--- config.mk ---
export PLATFORM = sky130hd
export DESIGN_NAME = command_line_splitter_unit
export DESIGN_NICKNAME = d
export VERILOG_FILES = /design/src/sv/cls_pkg.sv /design/src/sv/cls_in_stage.sv /design/src/sv/cls_parse.sv /design/src/sv/command_line_splitter_unit.sv
export SDC_FILE = /design/constraint.sdc
export NUM_CORES = 1
export LEC_CHECK = 0
export ABC_AREA = 1
export BUFFER_PORTS_ARGS = -buffer_cell sky130_fd_sc_hd__buf_4
export CORE_MARGIN = 10
export CORE_UTILIZATION = 40
export DETAILED_ROUTE_END_ITERATION = 8
export PLACE_DENSITY = 0.61
export SLEW_MARGIN = 20
export SYNTH_ARGS = -nofsm -noshare
export SYNTH_HDL_FRONTEND = slang
export SYNTH_SLANG_ARGS = --single-unit
--- constraint.sdc ---
create_clock -name clk_i -period 2.47 [get_ports clk_i]
set_input_delay 0.1235 -clock clk_i [delete_from_list [all_inputs] [get_ports clk_i]]
set_output_delay 0.1235 -clock clk_i [all_outputs]
set_load 0.1 [all_outputs]
--- src/sv/cls_pkg.sv ---
// Package with shared types and constants of the command line splitter.
`timescale 1ns / 1ps

package cls_pkg;

  localparam int unsigned MaxRun  = 255;
  localparam int unsigned MaxArgs = 255;
  localparam int unsigned RunCap  = (MaxRun < 255) ? MaxRun : 255;
  localparam int unsigned ArgCap  = (MaxArgs < 255) ? MaxArgs : 255;

  localparam logic [7:0] ChQuote  = 8'h22;
  localparam logic [7:0] ChBslash = 8'h5C;
  localparam logic [7:0] ChSpace  = 8'h20;
  localparam logic [7:0] ChTab    = 8'h09;
  localparam logic [1:0] QuoteLast = 2'd2;

  typedef enum logic [2:0] {
    PhStart       = 3'd0,
    PhFirstQuoted = 3'd1,
    PhFirstPlain  = 3'd2,
    PhGap         = 3'd3,
    PhArg         = 3'd4
  } phase_e;

  typedef struct packed {
    logic [7:0] text_byte;
    logic       is_end;
  } item_t;

  typedef struct packed {
    logic [7:0] backslash_count;
    logic       char_valid;
    logic [7:0] out_char;
    logic       arg_end;
    logic [7:0] arg_number;
    logic       string_done;
    logic       empty_error;
    logic       run_overflow;
  } result_t;

endpackage

--- src/sv/cls_in_stage.sv ---
// Input register stage that holds one accepted item for the parser.
`timescale 1ns / 1ps

module cls_in_stage
  import cls_pkg::*;
(
  input  logic  clk_i,
  input  logic  rst_ni,
  input  logic  in_valid_i,
  output logic  in_ready_o,
  input  item_t item_i,
  output logic  valid_o,
  input  logic  ready_i,
  output item_t item_o
);

  logic  valid_q;
  item_t item_q;

  assign in_ready_o = !valid_q || ready_i;
  assign valid_o    = valid_q;
  assign item_o     = item_q;

  always_ff @(posedge clk_i or negedge rst_ni) begin
    if (!rst_ni) begin
      valid_q <= 1'b0;
    end else if (in_ready_o) begin
      valid_q <= in_valid_i;
    end
  end

  always_ff @(posedge clk_i) begin
    if (in_valid_i && in_ready_o) begin
      item_q <= item_i;
    end
  end

endmodule

--- src/sv/cls_parse.sv ---
// Parser state, per-byte splitting logic and the result register.
`timescale 1ns / 1ps

module cls_parse
  import cls_pkg::*;
(
  input  logic    clk_i,
  input  logic    rst_ni,
  input  logic    valid_i,
  output logic    ready_o,
  input  item_t   item_i,
  output logic    out_valid_o,
  input  logic    out_ready_i,
  output result_t result_o
);

  phase_e     phase_q, phase_d;
  logic [1:0] qc_q, qc_d;
  logic [7:0] bs_q, bs_d;
  logic       iqr_q, iqr_d;
  logic [7:0] argc_q, argc_d;
  logic       seen_q, seen_d;
  logic       out_valid_q;
  result_t    res_q, res_d;

  logic       take;
  logic [7:0] c;
  logic       blank;
  logic [1:0] qc_in;
  logic [7:0] bs_in;
  logic       iqr_in;
  logic [1:0] qc_e;

  assign ready_o     = !out_valid_q || out_ready_i;
  assign take        = valid_i && ready_o;
  assign out_valid_o = out_valid_q;
  assign result_o    = res_q;
  assign c           = item_i.text_byte;
  assign blank       = (c == ChSpace) || (c == ChTab);

  always_comb begin
    phase_d = phase_q;
    qc_d    = qc_q;
    bs_d    = bs_q;
    iqr_d   = iqr_q;
    argc_d  = argc_q;
    seen_d  = seen_q;
    res_d   = '0;
    qc_in   = qc_q;
    bs_in   = bs_q;
    iqr_in  = iqr_q;
    qc_e    = qc_q;
    if (item_i.is_end) begin
      res_d.arg_number  = argc_q;
      res_d.string_done = 1'b1;
      res_d.empty_error = !seen_q;
      if (phase_q == PhFirstQuoted || phase_q == PhFirstPlain) begin
        res_d.arg_end = 1'b1;
      end else if (phase_q == PhArg) begin
        res_d.backslash_count = bs_q;
        res_d.arg_end         = 1'b1;
      end
      phase_d = PhStart;
      qc_d    = '0;
      bs_d    = '0;
      iqr_d   = 1'b0;
      argc_d  = '0;
      seen_d  = 1'b0;
    end else begin
      seen_d = 1'b1;
      case (phase_q)
        PhStart: begin
          if (c == ChQuote) begin
            phase_d = PhFirstQuoted;
          end else if (blank) begin
            res_d.arg_end = 1'b1;
            phase_d       = PhGap;
          end else begin
            res_d.char_valid = 1'b1;
            res_d.out_char   = c;
            phase_d          = PhFirstPlain;
          end
        end
        PhFirstQuoted: begin
          if (c == ChQuote) begin
            res_d.arg_end = 1'b1;
            phase_d       = PhGap;
          end else begin
            res_d.char_valid = 1'b1;
            res_d.out_char   = c;
          end
        end
        PhFirstPlain: begin
          if (blank) begin
            res_d.arg_end = 1'b1;
            phase_d       = PhGap;
          end else begin
            res_d.char_valid = 1'b1;
            res_d.out_char   = c;
          end
        end
        PhGap, PhArg: begin
          if (phase_q == PhGap && blank) begin
            res_d.arg_number = argc_q;
          end else begin
            if (phase_q == PhGap) begin
              if (argc_q < 8'(ArgCap)) begin
                argc_d = argc_q + 8'd1;
              end
              qc_in  = '0;
              bs_in  = '0;
              iqr_in = 1'b0;
            end
            phase_d          = PhArg;
            qc_d             = qc_in;
            bs_d             = bs_in;
            iqr_d            = iqr_in;
            res_d.arg_number = argc_d;
            if (c == ChQuote) begin
              if (iqr_in) begin
                if (qc_in == QuoteLast) begin
                  res_d.char_valid = 1'b1;
                  res_d.out_char   = ChQuote;
                  qc_d             = '0;
                end else begin
                  qc_d = qc_in + 2'd1;
                end
              end else begin
                iqr_d                 = 1'b1;
                res_d.backslash_count = bs_in >> 1;
                if (bs_in[0]) begin
                  res_d.char_valid = 1'b1;
                  res_d.out_char   = ChQuote;
                end else if (qc_in < QuoteLast) begin
                  qc_d = qc_in + 2'd1;
                end
                bs_d = '0;
              end
            end else begin
              iqr_d = 1'b0;
              qc_e  = (iqr_in && qc_in == QuoteLast) ? 2'd0 : qc_in;
              qc_d  = qc_e;
              if (blank && qc_e == 2'd0) begin
                res_d.backslash_count = bs_in;
                res_d.arg_end         = 1'b1;
                bs_d                  = '0;
                phase_d               = PhGap;
              end else if (c == ChBslash) begin
                if (bs_in >= 8'(RunCap)) begin
                  res_d.run_overflow = 1'b1;
                end else begin
                  bs_d = bs_in + 8'd1;
                end
              end else begin
                res_d.backslash_count = bs_in;
                res_d.char_valid      = 1'b1;
                res_d.out_char        = c;
                bs_d                  = '0;
              end
            end
          end
        end
        default: begin
          phase_d = PhStart;
          qc_d    = '0;
          bs_d    = '0;
          iqr_d   = 1'b0;
          argc_d  = '0;
          seen_d  = 1'b0;
        end
      endcase
    end
  end

  always_ff @(posedge clk_i or negedge rst_ni) begin
    if (!rst_ni) begin
      phase_q     <= PhStart;
      qc_q        <= '0;
      bs_q        <= '0;
      iqr_q       <= 1'b0;
      argc_q      <= '0;
      seen_q      <= 1'b0;
      out_valid_q <= 1'b0;
    end else begin
      if (ready_o) begin
        out_valid_q <= valid_i;
      end
      if (take) begin
        phase_q <= phase_d;
        qc_q    <= qc_d;
        bs_q    <= bs_d;
        iqr_q   <= iqr_d;
        argc_q  <= argc_d;
        seen_q  <= seen_d;
      end
    end
  end

  always_ff @(posedge clk_i) begin
    if (take) begin
      res_q <= res_d;
    end
  end

endmodule

--- src/sv/command_line_splitter_unit.sv ---
// Top level of the command line splitter.
// The block takes a command line one byte per transfer on the input channel
// (in_valid_i, in_ready_o, text_byte_i, is_end_i) and gives one result per
// input transfer on the output channel (out_valid_o, out_ready_i and the
// result fields). An item with is_end_i set closes the string instead of
// carrying a byte, and its result has string_done_o set.
// Each result tells how many backslashes to append, an optional character,
// whether the current argument closes, and the argument index.
// An accepted item passes an input register and then the splitting logic,
// whose result lands in the result register, from which it is offered on
// the output channel. One item is taken every cycle while the receiver
// keeps up.
// Reset clears the parser state to the start of argument zero and empties
// both registers; no result is pending after reset.
// When the receiver stalls, the result register holds, then the input
// register fills, and in_ready_o falls; nothing is lost or repeated.
`timescale 1ns / 1ps

module command_line_splitter_unit
  import cls_pkg::*;
(
  input  logic       clk_i,
  input  logic       rst_ni,
  input  logic       in_valid_i,
  output logic       in_ready_o,
  input  logic [7:0] text_byte_i,
  input  logic       is_end_i,
  output logic       out_valid_o,
  input  logic       out_ready_i,
  output logic [7:0] backslash_count_o,
  output logic       char_valid_o,
  output logic [7:0] out_char_o,
  output logic       arg_end_o,
  output logic [7:0] arg_number_o,
  output logic       string_done_o,
  output logic       empty_error_o,
  output logic       run_overflow_o
);

  item_t   in_item;
  item_t   stage_item;
  logic    stage_valid;
  logic    parse_ready;
  result_t result;

  assign in_item.text_byte = text_byte_i;
  assign in_item.is_end    = is_end_i;

  cls_in_stage u_in_stage (
    .clk_i      (clk_i),
    .rst_ni     (rst_ni),
    .in_valid_i (in_valid_i),
    .in_ready_o (in_ready_o),
    .item_i     (in_item),
    .valid_o    (stage_valid),
    .ready_i    (parse_ready),
    .item_o     (stage_item)
  );

  cls_parse u_parse (
    .clk_i       (clk_i),
    .rst_ni      (rst_ni),
    .valid_i     (stage_valid),
    .ready_o     (parse_ready),
    .item_i      (stage_item),
    .out_valid_o (out_valid_o),
    .out_ready_i (out_ready_i),
    .result_o    (result)
  );

  assign backslash_count_o = result.backslash_count;
  assign char_valid_o      = result.char_valid;
  assign out_char_o        = result.out_char;
  assign arg_end_o         = result.arg_end;
  assign arg_number_o      = result.arg_number;
  assign string_done_o     = result.string_done;
  assign empty_error_o     = result.empty_error;
  assign run_overflow_o    = result.run_overflow;

endmodule

# --- After elaboration in Yosys (flattened, before gate mapping) ---
# Index checks and enable logic that the tools add are counted.
classes:
  n_addsub: 3
  bitwise_logic: 2
  reduce_logical: 21
  muxes: 75
  magnitude_cmp: 3
  n_eq_ne: 13
ops:
  columns: ["operator", "count"]
  rows:
  - ["$mux W8", 21]
  - ["$mux W9", 7]
  - ["$pmux W10 S4", 1]
  - ["$mux W17", 2]
  - ["$pmux W8 S2", 2]
  - ["$mux W2", 13]
  - ["$mux W3", 7]
  - ["$mux W18", 1]
  - ["$add A8 B1 Y8 const B", 2]
  - ["$eq A8 B6 Y1 const B", 2]
  - ["$mux W1", 16]
  - ["$pmux W3 S4", 1]
  - ["$mux W10", 1]
  - ["$eq A8 B4 Y1 const B", 1]
  - ["$eq A8 B7 Y1 const B", 1]
  - ["$ge A8 B8 Y1 const B", 1]
  - ["$lt A8 B8 Y1 const B", 1]
  - ["$mux W7", 1]
  - ["$eq A3 B2 Y1 const B", 2]
  - ["$ne A3 B3 Y1 const B", 2]
  - ["$reduce_or A6 Y1", 1]
  - ["$logic_and A1 B1 Y1", 5]
  - ["$reduce_or A5 Y1", 1]
  - ["$logic_or A1 B1 Y1", 4]
  - ["18 further kinds", 21]
totals:
  out_inout_bits: 31
  inputBits: 13
  reg_bits: 63
  wordCells: 135

# --- Longest topological paths before layout ---
# Gate-level depths: netlist (run 1).
logic_depth:
  ltp_word: 16
  ltp_mapped: 14
  depth_no_buf: 13

# --- Modules after synthesis ---
# From an unflattened synthesis (run 1), not the netlist that was laid out.
hier_totals:
  cells_unflattened: 494
  hier_area_um2: 3920.0
by_module_without_submodules:
  columns: ["mod", "cells_per_inst", "area_per_inst_um2", "n_inst"]
  rows:
  - ["cls_parse", 479, 3604.7, 1]
  - ["cls_in_stage", 15, 315.3, 1]

# --- Least setup slack after synthesis (run 1) ---
# No wires, ideal clock.
synth_path:
  path_kind: "register to register"
  start: "register u_parse.out_valid_q (netlist: u_parse.out_valid_o)"
  end: "register u_in_stage.item_q (netlist bit u_in_stage.item_o[0]) (enable)"
  required_time_ns: 2.186
  n_path_buf: 0
  path_stages_with_launch: 4
  setup_time_ns: 0.284
  arrival_time_ns: 2.422
  path_slack_ns: -0.236
  cell_sequence: "dfrtp_1 -> nand3_1 -> nand2_1 -> inv_1"
synth_via:
  elab_chain_len: 4
synth_rtl:
  columns: ["element", "line", "text"]
  rows:
  - ["start, declared", "cls_parse.sv:23", "logic out_valid_q;"]
  - ["start signal, assigned", "cls_parse.sv:186", "out_valid_q <= valid_i;"]
  - ["$logic_not A1 Y1", "cls_parse.sv:34", "assign ready_o = !out_valid_q || out_ready_i;"]
  - ["$logic_or A1 B1 Y1", "cls_parse.sv:34", null]
  - ["$logic_or A1 B1 Y1", "cls_in_stage.sv:20", "assign in_ready_o = !valid_q || ready_i;"]
  - ["named net in_ready_o", "command_line_splitter_unit.sv:25", "output logic in_ready_o,"]
  - ["$logic_and A1 B1 Y1", "cls_in_stage.sv:33", "if (in_valid_i && in_ready_o) begin"]
  - ["end signal, assigned", "cls_in_stage.sv:34", "item_q <= item_i;"]
  - ["end, declared", "cls_in_stage.sv:18", "item_t item_q;"]
# The timed path passes the listed nets, and every way through them passes these cells.
# A chain may end at the register's enable or synchronous reset.

# --- Worst setup path after layout (run 1) ---
layout_path:
  start: "register u_parse.phase_q[2]"
  end: "register u_parse.bs_q[7]"
layout_via:
  elab_chain_len: 15
layout_rtl:
  columns: ["element", "line", "text"]
  rows:
  - ["start, declared", "cls_parse.sv:17", "phase_e phase_q, phase_d;"]
  - ["start signal, assigned", "cls_parse.sv:177", "phase_q <= PhStart;"]
  - ["start signal, assigned", "cls_parse.sv:189", "phase_q <= phase_d;"]
  - ["parallel branches: the longest is 15 deep, another holds $add A8 B1 Y8", null, null]
  - ["end signal, assigned", "cls_parse.sv:191", "bs_q <= bs_d;"]
  - ["end, declared", "cls_parse.sv:19", "logic [7:0] bs_q, bs_d;"]
# Parallel ways; which one is timed is not known. The select of a mux whose other input is x is not followed.

==> results of run 1 <==
==> registers in the layout, indices dropped and copies added, names as in the netlist <==
| signal | cells |
|---|---|
| u_parse.out_valid_o | 1 |
| u_in_stage.item_o | 9 |
| u_parse.iqr_q | 1 |
| u_parse.argc_q | 8 |
| u_parse.seen_q | 1 |
| u_parse.qc_q | 2 |
| u_parse.result_o | 29 |
| u_parse.bs_q | 8 |
| u_parse.phase_q | 3 |
| u_in_stage.valid_o | 1 |
==> worst min-delay path: cells and delay by family <==
family | cells | cell delay, ps
buf+inv | 1 | 80
simple gates | 2 | 100
==> through the flow <==
stage | power, mW | cell area [sq um] | util | instances
2_1_floorplan | 2.35 | 3790 | - | 476
5_1_grt | 3.65 | 4580 | 0.496 | 674
3_5_place_dp | 2.64 | 4300 | 0.466 | 648
4_1_cts | 3.50 | 4580 | 0.496 | 674
6_report | 3.47 | 4580 | 0.496 | 674
3_3_place_gp | 2.63 | 4300 | 0.466 | 648
==> power by group through the flow <==
stage | Combinational, mW | Clock [mW] | Sequential, mW
finish | 1.30 | 0.843 | 1.33
global route | 1.39 | 0.916 | 1.35
CTS | 1.30 | 0.869 | 1.33
detailed placement | 1.28 | 0 | 1.35
global placement | 1.28 | 0 | 1.35
floorplan | 0.472 | 0 | 1.88
==> logic make-up (layout without fill, tap and decap cells) <==
group                      Yosys count  in the layout
buffers and inverters               72            141
DFF                                 63             63
xor gates and xnor gates             4              4
AOI/OAI and AO/OA                   65             65
adders and majority gates            6              6
and+or+nand+nor                    266            266
==> routing by layer <==
layer	wire length, microns	up-vias	GRT usage
li1	-	1705	-
met1	4480	1552	0.195
met2	4260	154	0.207
met3	625	23	0.0317
met4	252	0	0.0618
met5	0	-	0
==> cell usage after synthesis <==
library cell and n:
o211ai_1 1, nor2_1 44, dfrtp_1 25, nand3_1 51, nand2_2 8, a31oi_4 1
clkbuf_1 4, nand4_1 9, nor3_2 2, clkbuf_2 1, xnor2_1 2, nand3_4 2
nand4_2 2, ha_1 6, nand2_1 130, nor2_4 4, nor3_1 4, o21ai_0 36
and2b_1 1, edfxtp_1 38, buf_2 6, o21bai_1 1, nor2_2 5, o31ai_1 3
a21oi_1 12, o21ai_4 1, nand3_2 4, inv_2 2, o21ai_1 6, o22ai_1 4
xor2_1 2, buf_6 2, inv_4 1, clkinv_4 1, inv_1 55
==> how the worst max path moves through the flow <==
stage | start | end | slack, ps | cells after the start
6_report | u_parse.phase_q[2] | u_parse.bs_q[7] | 460 | 13
5_1_grt | u_parse.phase_q[2] | u_parse.bs_q[7] | 240 | 13
4_1_cts | u_parse.phase_q[2] | u_parse.result_o[14] | 480 | 11
3_5_place_dp | u_parse.phase_q[2] | u_parse.result_o[14] | 490 | 11
3_3_place_gp | u_parse.phase_q[0] | u_parse.result_o[11] | 520 | 12
2_1_floorplan | u_parse.out_valid_o | u_in_stage.item_o[0] | 130 | 3
==> layout make-up <==
class	instances	area (sq um)	area share
multi-input cells	341	1720	0.376
inverters	59	229	0.0499
well taps	129	161	0.0352
clock inverters	4	47.5	0.0104
repair buffers	66	520	0.114
flip-flops and latches	63	1770	0.385
clock buffers	12	135	0.0295
==> impl_summary.txt, run 1 <==
----------------------------------------------------
[Clock tree]
  Clock network latency to the later pin of the worst-skew pair ... 340 ps
  Number of H-tree levels ... 3
  Number of cells upsized or downsized after cts ... 0
  CTS Hold Bufs ... 10
  Reg clk slew, reported paths ... 60 ps
  Sink count of the clock tree ... 63
  Number of setup buffers added after CTS ... 0
  TritonCTS clock tree ... built
  CTS buffer count ... 9
  Number of buffers on the longest clock path ... 2
  Master cell of the clock root buffer ... clkbuf_8

[Timing]
  Slack of the critical path ... 456 ps
  Final setup vio count ... 0
  Headroom to the max-slew limit ... 0.693
  Sum of negative setup slack ... 0 ps
  Hold Vio Cnt, Final ... 0
  Period Utilization, post-route ... 0.816
  Maximum clock rate ... 496 MHz
  Slew at the pin closest to its max-slew limit ... 460 ps
  Post-route minimum period ... 2010 ps
  Worst slack on hold paths ... 5.13 ps
  Final max-slew violation count ... 0
  Post-Route Skew ... 9.65 ps
  Unrepaired setup endpoints after global routing ... false

[Power]
  Internal power component ... 2.01 mW
  Net Switching ... 1.46 mW
  Leakage power summed over all cells ... 2.09 nW
  Switching part of the total ... 0.421
  Proportion of power drawn by the clock network ... 0.243
  Share of power burned in registers ... 0.383
  Logic pwr share ... 0.374
  Worst voltage drop across the vdd grid ... 449 uV
  Power Density ... 757 nW/um^2

[Job]
  Count of maximum capacitance violations ... 0

[Worst hold path]
  Startpoint of the most critical hold path ... in_valid_i
  Capture endpoint of the worst hold path ... u_in_stage.valid_o
  Worst min path class ... primary input to flop
  Number of cells on the worst hold path ... 3

[Critical path]
  Critical Path Max Stage Delay ... 490 ps
  Number of cells on the worst reg-to-reg path ... 13
  WP buf/inv ... 3
  Master of the slowest instance on the critical path ... dfrtp_1
  Crit path top cell by count ... nand2_1
  Category of cells accounting for the largest share of critical-path delay ... simple AND/OR/NAND/NOR gates
  Data arrival time at the worst-slack endpoint ... 2290 ps
  Highest net fanout along the worst path ... 7
  Destination of the worst register-to-register timing path ... u_parse.bs_q[7]
  Ordered list of cells on the worst path ... inv_4, nand3_4, nand2_1, inv_1, ha_1, nand2_1, nor2_2, nand2_2, o21ai_1, inv_1, nand2_1, nand2_1, nand2_1
  Critical path class ... flop to flop
  Launch instance of the worst register-to-register path ... u_parse.phase_q[2]
  CP endpoint kind ... flop
  Startpoint type of the worst setup path ... flop
  Critical path required time ... 2750 ps
  Slack of the worst reg-to-reg path ... 460 ps

[Logic synthesis]
  Area fraction in and, or, nand and nor cells after synthesis ... 0.327
  Post-synthesis area per instance ... 7.96 sq um
  Number of cells produced by synthesis ... 476
  Count of synthesis-stage warnings from yosys ... 0
  Complex-gate fraction of the synthesized area ... 0.0978
  Adder-Cell Fraction of Synth Area ... 0.0198
  Post-synthesis sequential area ratio ... 0.466
  Library cells used by synthesis ... 35
  Area leader, netlist ... edfxtp_1
  Post-synthesis register bit count ... 63
  Top post-synthesis cells by area ... edfxtp_1 (30%), dfrtp_1 (17%), nand2_1 (13%)
  Net count after synthesis ... 495
  Post-Synthesis Cell Area ... 3790 sq um
  Parity-gate share of the synthesized area counting xor and xnor cells ... 0.00925
  Largest family of logic cells by synthesized area ... simple AND/OR/NAND/NOR gates
  Mux cell area share after synthesis ... 0
  Fraction of post-synthesis cell area in the top cell type by area ... 0.301

[Global route]
  Total gr overflow ... 0
  Via count of the first global-routing pass ... 3,369
  Wire length of the first global-routing pass ... 16,600 microns
  GR Util All Layers ... 0.142
  Initial antenna violation count ... 0
  Maximum number of pins on one net before global-route repair ... 26

[Die]
  Die X-Extent ... 117 microns
  Die height ... 117 microns
  Core area ... 9240 sq um
  Initial core utilization ... 0.410
  Boundary pin count ... 44
  Die footprint ... 13,800 sq um
  Cell row count ... 35

[Detailed routing]
  Total number of vias ... 3,434
  Ratio of routed vias to standard cells ... 5.09
  Routed WL per cell ... 14.3 microns
  Post-detailed-routing wire length ... 9620 microns
  DRC Markers ... 0
  Post-detailed-route count of antenna-violating nets ... 0
  First-iteration detailed-routing DRC count ... 271
  Detailed Routing Iterations Pass 1 ... 6

[Finish]
  Commonest non-fill, non-tap cells in the layout ... nand2_1 (130), buf_4 (56), inv_1 (55)
  Number of filler instances in the final layout ... 878
  Leading cell type in the layout, fill and taps excluded ... nand2_1
  N_diodes ... 0
  Share of post-route cells with drive strength above 1 ... 0.189
  Number of nets at the end of the flow ... 559
  Synthesis-to-layout area growth ... 21.0%

[Place]
  Pre-CTS setup slack ... 486 ps
  Number of input and output port buffers inserted ... 43
  Placed wire-length estimate after detailed placement ... 7180 microns
  Placer's final routability congestion estimate ... 0.920

[Run status]
  Run status ... complete, no violations

----------------------------------------------------
Note: power is estimated with default switching activity, not from simulation.
==> run 2, diff against run 1 <==
--- a/config.mk
+++ b/config.mk
@@ -5,12 +5,12 @@
 export SDC_FILE = /design/constraint.sdc
 export NUM_CORES = 1
 export LEC_CHECK = 0
-export ABC_AREA = 1
+export ABC_AREA = 0
 export BUFFER_PORTS_ARGS = -buffer_cell sky130_fd_sc_hd__buf_4
 export CORE_MARGIN = 10
 export CORE_UTILIZATION = 40
 export DETAILED_ROUTE_END_ITERATION = 8
-export PLACE_DENSITY = 0.61
+export PLACE_DENSITY = 0.62
 export SLEW_MARGIN = 20
 export SYNTH_ARGS = -nofsm -noshare
 export SYNTH_HDL_FRONTEND = slang
==> constraint.sdc (replaced) <==
create_clock -name clk_i -period 1.9 [get_ports clk_i]
set_input_delay 0.095 -clock clk_i [delete_from_list [all_inputs] [get_ports clk_i]]
set_output_delay 0.095 -clock clk_i [all_outputs]
set_load 0.1 [all_outputs]
==> impl_summary.txt, run 2 <==
----------------------------------------------------
[Run status]
  Run status ... finished, violations left
  Violated checks ... negative setup slack

[Timing]
  Maximum clock rate ... 457 MHz
  Unrepaired setup endpoints after global routing ... true
  Period Utilization, post-route ... 1.15
  Final setup vio count ... 46
  Slew at the pin closest to its max-slew limit ... 404 ps
  Sum of negative setup slack ... -9150 ps
  Post-route minimum period ... 2190 ps
  Hold Vio Cnt, Final ... 0
  Final max-slew violation count ... 0
  Post-Route Skew ... 10.3 ps
  Slack of the critical path ... -287 ps
  Headroom to the max-slew limit ... 0.731

[Logic synthesis]
  Leading post-synthesis cells by instance count ... edfxtp_1 (38), nor2_1 (29), nand2_1 (28), a21oi_1 (25), dfrtp_1 (25)
  Count of synthesis-stage warnings from yosys ... 0
  Post-synthesis register bit count ... 63
  Area leader, netlist ... edfxtp_1
  Proportion of synthesized flip-flops having asynchronous set or reset ... 0.397
  Post-synthesis area per instance ... 10.2 sq um
  Net count after synthesis ... 358
  Most used standard cell by instance count after synthesis ... edfxtp_1
  Number of cells produced by synthesis ... 339
  Fraction of post-synthesis cell area in the top cell type by area ... 0.332
  Post-Synthesis Cell Area ... 3440 sq um
  Number of enable-type register cells in the synthesized netlist ... 38
  Post-synthesis sequential area ratio ... 0.513
  Primary flip-flop cell chosen by synthesis mapping ... edfxtp_1
  Top post-synthesis cells by area ... edfxtp_1 (33%), dfrtp_1 (18%), a21oi_1 (3.6%)
  Library cells used by synthesis ... 59

[Detailed routing]
  First-iteration detailed-routing DRC count ... 239
  Post-detailed-route count of antenna-violating nets ... 0
  Ratio of routed vias to standard cells ... 5.57
  Post-detailed-routing wire length ... 10,300 microns
  Routed WL per cell ... 17.5 microns
  Detailed Routing Iterations Pass 1 ... 4
  Total number of vias ... 3,289
  DRC Markers ... 0

[Die]
  Die height ... 113 microns
  Boundary pin count ... 44
  Initial core utilization ... 0.415
  Die X-Extent ... 113 microns
  Cell row count ... 33
  Core area ... 8300 sq um
  Die footprint ... 12,700 sq um

[Finish]
  Final core utilization ... 0.654
  Number of nets at the end of the flow ... 499
  Max reg flops ... 29
  Share of post-route cells with drive strength above 1 ... 0.503
  Area of all placed cells without fillers ... 5430 sq um
  N_diodes ... 0
  Synthesis-to-layout area growth ... 57.8%
  Leading cell type in the layout, fill and taps excluded ... buf_4
  Commonest non-fill, non-tap cells in the layout ... buf_4 (121), edfxtp_1 (38), nor2_1 (24), dfrtp_1 (24), nand2_1 (20)

[Place]
  Dpl cell area ... 4440 sq um
  Placer's final routability congestion estimate ... 0.895
  Pre-CTS setup slack ... -292 ps
  Number of input and output port buffers inserted ... 43
  Placed wire-length estimate after detailed placement ... 6850 microns

[Global route]
  Via count of the first global-routing pass ... 3,163
  Maximum number of pins on one net before global-route repair ... 26
  GR Util All Layers ... 0.151
  Total gr overflow ... 0
  Initial antenna violation count ... 0
  Wire length of the first global-routing pass ... 15,900 microns

[Clock tree]
  Sink count of the clock tree ... 63
  Number of buffers on the longest clock path ... 2
  Number of H-tree levels ... 3
  Clock network latency to the later pin of the worst-skew pair ... 350 ps
  Reg clk slew, reported paths ... 80 ps
  Master cell of the clock root buffer ... clkbuf_8
  TritonCTS clock tree ... built
  CTS buffer count ... 9

[Power]
  Worst voltage drop across the vdd grid ... 526 uV
  Power Density ... 938 nW/um^2
  Leakage power summed over all cells ... 2.23 nW
  Final total power ... 5.09 mW

[Worst hold path]
  Worst min path class ... primary input to flop

[Critical path]
  Slack of the worst reg-to-reg path ... -290 ps
  Critical path required time ... 2140 ps
  Highest net fanout along the worst path ... 7
  Startpoint type of the worst setup path ... flop
  CP endpoint kind ... flop
  Data arrival time at the worst-slack endpoint ... 2420 ps
  Critical path class ... flop to flop

[Job]
  Count of maximum capacitance violations ... 0

----------------------------------------------------
==> run 2: logic make-up (layout without fill, tap and decap cells) <==
family                     count (synthesis)  in the layout  share of synthesized area
xor gates and xnor gates                   1              1                    0.00254
DFF                                       63             63                      0.513
muxes                                      3              3                    0.00945
and+or+nand+nor                          134            134                      0.222
buffers and inverters                     28            174                     0.0323
AOI/OAI and AO/OA                        104            104                      0.199
adders and majority gates                  6              6                     0.0218
==> run 2: report_power, final <==
part / internal, mW / switching (mW) / total [mW]
registers: 1.58 / 0.0459 / 1.63
logic: 0.784 / 1.23 / 2.02
clock network: 0.903 / 0.545 / 1.45
==> run 2: cell type report <==
class,instances,area [sq um]
clock buffer,10,138
clock inverter,6,108
fill,642,2870
inverter,9,37.5
multi-input combinational,248,2040
sequential,63,1770
tap,105,131
timing repair buffer,149,1210
==> run 2: metal layers <==
metal,GRT usage,share of wire,routed length [microns]
met1,0.196,0.43,4420
met2,0.241,0.50,5180
met3,0.0343,0.051,525
met4,0.0567,0.021,219
met5,0,0,0
==> run 2: metrics by stage <==
step | hold slack (ps) | instances
after floorplan | -201 | 339
after global placement | 39.1 | 539
after detailed placement | 37.2 | 539
after CTS | 39.5 | 570
after global routing | 39.2 | 590
final | 52.9 | 590
==> run 2: worst paths after layout <==
| check | cells after the start | from | endpoint |
|---|---|---|---|
| max | 7 | u_in_stage.item_o[1] | u_parse.phase_q[0] |
| min reg2reg | 2 | u_parse.seen_q | u_parse.seen_q |
| max in group asynchronous | 2 | rst_ni | u_parse.out_valid_o |
| min | 3 | out_ready_i | u_parse.out_valid_o |
| max reg2reg | 7 | u_in_stage.item_o[1] | u_parse.phase_q[0] |
| min in group asynchronous | 2 | rst_ni | u_parse.argc_q[1] |
==> run 2: critical path: stages, from the launching register on <==
cell      delay [ps]
edfxtp_1         410
or4_4            590
nor3b_4          220
buf_6            160
nor2_4            70
xnor2_1          140
o21ai_2          180
mux2_4           310
==> run 2: repair_timing <==
| action | 4_1_cts | 5_1_grt |
|---|---|---|
| resized for setup | 23 | 87 |
| setup buffers | 4 | 20 |
| endpoints found under the setup margin | 46 | 48 |
| hold endpoints to repair | 35 | 0 |
| pin swaps | 11 | 38 |
| cloned | 0 | 0 |
| hold buffers | 11 | 0 |
==> run 3, diff against run 2 <==
--- a/config.mk
+++ b/config.mk
@@ -14,4 +14,5 @@
 export SLEW_MARGIN = 20
 export SYNTH_ARGS = -nofsm -noshare
 export SYNTH_HDL_FRONTEND = slang
+export SYNTH_HIERARCHICAL = 1
 export SYNTH_SLANG_ARGS = --single-unit
==> impl_summary.txt, run 3 <==
----------------------------------------------------
[Critical path]
  Startpoint type of the worst setup path ... flop
  Slack of the worst reg-to-reg path ... -390 ps
  Destination of the worst register-to-register timing path ... u_parse/result_o[8]
  Data arrival time at the worst-slack endpoint ... 2470 ps
  Critical path required time ... 2080 ps
  Number of cells on the worst reg-to-reg path ... 7
  CP endpoint kind ... flop
  Highest net fanout along the worst path ... 11
  Ordered list of cells on the worst path ... or4b_1, or3_4, and4_2, buf_4, a21oi_2, o21ai_1, o31ai_1
  Master of the slowest instance on the critical path ... or4b_1
  Critical path class ... flop to flop
  Launch instance of the worst register-to-register path ... u_in_stage/item_o[8]
  Critical Path Max Stage Delay ... 550 ps

[Logic synthesis]
  Number of enable-type register cells in the synthesized netlist ... 38
  Post-synthesis area per instance ... 10.4 sq um
  Count of synthesis-stage warnings from yosys ... 6
  Most used standard cell by instance count after synthesis ... edfxtp_1
  Post-Synthesis Cell Area ... 3390 sq um
  Top post-synthesis cells by area ... edfxtp_1 (34%), dfrtp_1 (18%), o21ai_0 (4.0%)
  Leading post-synthesis cells by instance count ... edfxtp_1 (38), nand2_1 (28), nor2_1 (27), o21ai_0 (27), a21oi_1 (26)
  Post-synthesis sequential area ratio ... 0.521
  Fraction of post-synthesis cell area in the top cell type by area ... 0.336
  Number of cells produced by synthesis ... 326
  Net count after synthesis ... 345
  Library cells used by synthesis ... 56
  Area leader, netlist ... edfxtp_1
  Primary flip-flop cell chosen by synthesis mapping ... edfxtp_1
  Post-synthesis register bit count ... 63
  Proportion of synthesized flip-flops having asynchronous set or reset ... 0.397

[Worst hold path]
  Worst min path class ... primary input to flop
  Startpoint of the most critical hold path ... out_ready_i
  Capture endpoint of the worst hold path ... u_parse/out_valid_o
  Number of cells on the worst hold path ... 3

[Global route]
  GR Util All Layers ... 0.154
  Total gr overflow ... 0
  Via count of the first global-routing pass ... 3,288
  Wire length of the first global-routing pass ... 16,100 microns
  Maximum number of pins on one net before global-route repair ... 26
  Initial antenna violation count ... 0

[Finish]
  Number of filler instances in the final layout ... 682
  Synthesis-to-layout area growth ... 52.6%
  Non-filler instance count after layout ... 578
  Number of nets at the end of the flow ... 487
  Final core utilization ... 0.630
  Commonest non-fill, non-tap cells in the layout ... buf_4 (125), edfxtp_1 (38), dfrtp_1 (24), nor2_1 (24), a21oi_1 (17)
  Max reg flops ... 29
  Leading cell type in the layout, fill and taps excluded ... buf_4
  N_diodes ... 0
  Share of post-route cells with drive strength above 1 ... 0.452

[Power]
  Leakage power summed over all cells ... 2.19 nW
  Power Density ... 900 nW/um^2
  Final total power ... 4.66 mW
  Worst voltage drop across the vdd grid ... 597 uV

[Die]
  Initial core utilization ... 0.413
  Core area ... 8220 sq um
  Cell row count ... 33
  Die footprint ... 12,600 sq um
  Die X-Extent ... 112 microns
  Die height ... 112 microns
  Boundary pin count ... 44

[Clock tree]
  Sink count of the clock tree ... 63
  CTS buffer count ... 9
  Clock network latency to the later pin of the worst-skew pair ... 350 ps
  TritonCTS clock tree ... built
  Master cell of the clock root buffer ... clkbuf_8
  Reg clk slew, reported paths ... 70 ps
  Number of buffers on the longest clock path ... 2
  Number of H-tree levels ... 3

[Timing]
  Period Utilization, post-route ... 1.21
  Hold Vio Cnt, Final ... 0
  Post-Route Skew ... 9.36 ps
  Unrepaired setup endpoints after global routing ... true
  Final setup vio count ... 46
  Post-route minimum period ... 2290 ps
  Worst slack on hold paths ... 58.4 ps
  Final max-slew violation count ... 0
  Headroom to the max-slew limit ... 0.692
  Sum of negative setup slack ... -11,930 ps
  Slack of the critical path ... -395 ps
  Slew at the pin closest to its max-slew limit ... 458 ps
  Maximum clock rate ... 436 MHz

[Place]
  Placer's final routability congestion estimate ... 0.877
  Instance count after placement with tap cells included ... 535
  Placed wire-length estimate after detailed placement ... 6730 microns
  Number of input and output port buffers inserted ... 43

[Job]
  Count of maximum capacitance violations ... 0

[Detailed routing]
  DRC Markers ... 0
  Routed WL per cell ... 17.1 microns
  Post-detailed-route count of antenna-violating nets ... 0
  Ratio of routed vias to standard cells ... 5.58
  First-iteration detailed-routing DRC count ... 228
  Post-detailed-routing wire length ... 9890 microns
  Total number of vias ... 3,223
  Detailed Routing Iterations Pass 1 ... 5

[Run status]
  Violated checks ... negative setup slack
  Run status ... finished, violations left

----------------------------------------------------
[run 3: timing repair]
item | 4_1_cts | 5_1_grt
setup endpoints to repair | 47 | 47
hold buffers | 11 | 0
cloned | 0 | 0
resized for setup | 44 | 17
pin swaps | 24 | 24
endpoints found under the hold margin | 35 | 0
buffers inserted | 11 | 9
[run 3: where the power goes]
| part | total, mW | internal, mW | switching, mW |
|---|---|---|---|
| Clock | 1.09 | 0.581 | 0.512 |
| Combinational | 1.93 | 0.706 | 1.22 |
| Sequential | 1.63 | 1.58 | 0.0509 |
| Total | 4.66 | 2.87 | 1.79 |
[run 3: layout make-up]
type                       count  area [sq um]  share of cell area
clock buffer                  15           176              0.0341
clock inverter                 1          5.00            0.000967
inverter                      13          52.6              0.0102
multi-input combinational    235          1860               0.360
sequential                    63          1770               0.342
tap                          105           131              0.0254
timing repair buffer         146          1180               0.228
[run 3: cell families after synthesis]
kind of cell / after synthesis / synth area share
XOR/XNOR: 1 / 0.00812
buffers and inverters: 28 / 0.0343
multiplexers: 3 / 0.00959
flip-flops: 63 / 0.521
AND/OR/NAND/NOR: 115 / 0.186
AO/OA/AOI/OAI: 110 / 0.219
adder cells (fa/ha/maj): 6 / 0.0221
[run 3: metrics by stage]
step                      area [sq um]  worst slack (ps)
after floorplan                   3570              -406
after global placement            4500              -390
after detailed placement          4500              -601
after CTS                         5070              -372
after global routing              5170              -453
final                             5170              -395
[run 3: worst max path at each step]
stage	start	endpoint	slack (ps)	depth (start not counted)
after floorplan	u_in_stage/item_o[7]	u_parse/phase_q[2]	-410	7
after global placement	u_in_stage/item_o[8]	u_parse/phase_q[2]	-390	7
after detailed placement	u_in_stage/item_o[8]	u_parse/phase_q[1]	-600	7
after CTS	u_in_stage/item_o[8]	u_parse/phase_q[1]	-370	6
after global routing	u_parse/phase_q[2]	u_parse/result_o[13]	-450	10
final	u_in_stage/item_o[8]	u_parse/result_o[8]	-390	7
[run 3: routing by layer]
layer | vias up | track usage | part of all wire
met5 | - | 0 | 0
met4 | 0 | 0.0601 | 0.014
met3 | 16 | 0.0410 | 0.056
met2 | 108 | 0.262 | 0.50
met1 | 1558 | 0.181 | 0.43
li1 | 1541 | - | -
[run 3: critical path, delay by kind of cell (launching register included)]
kind | cells | cell delay, ps
simple gates | 3 | 1270
compound gates | 3 | 270
flops | 1 | 390
buf+inv | 1 | 200
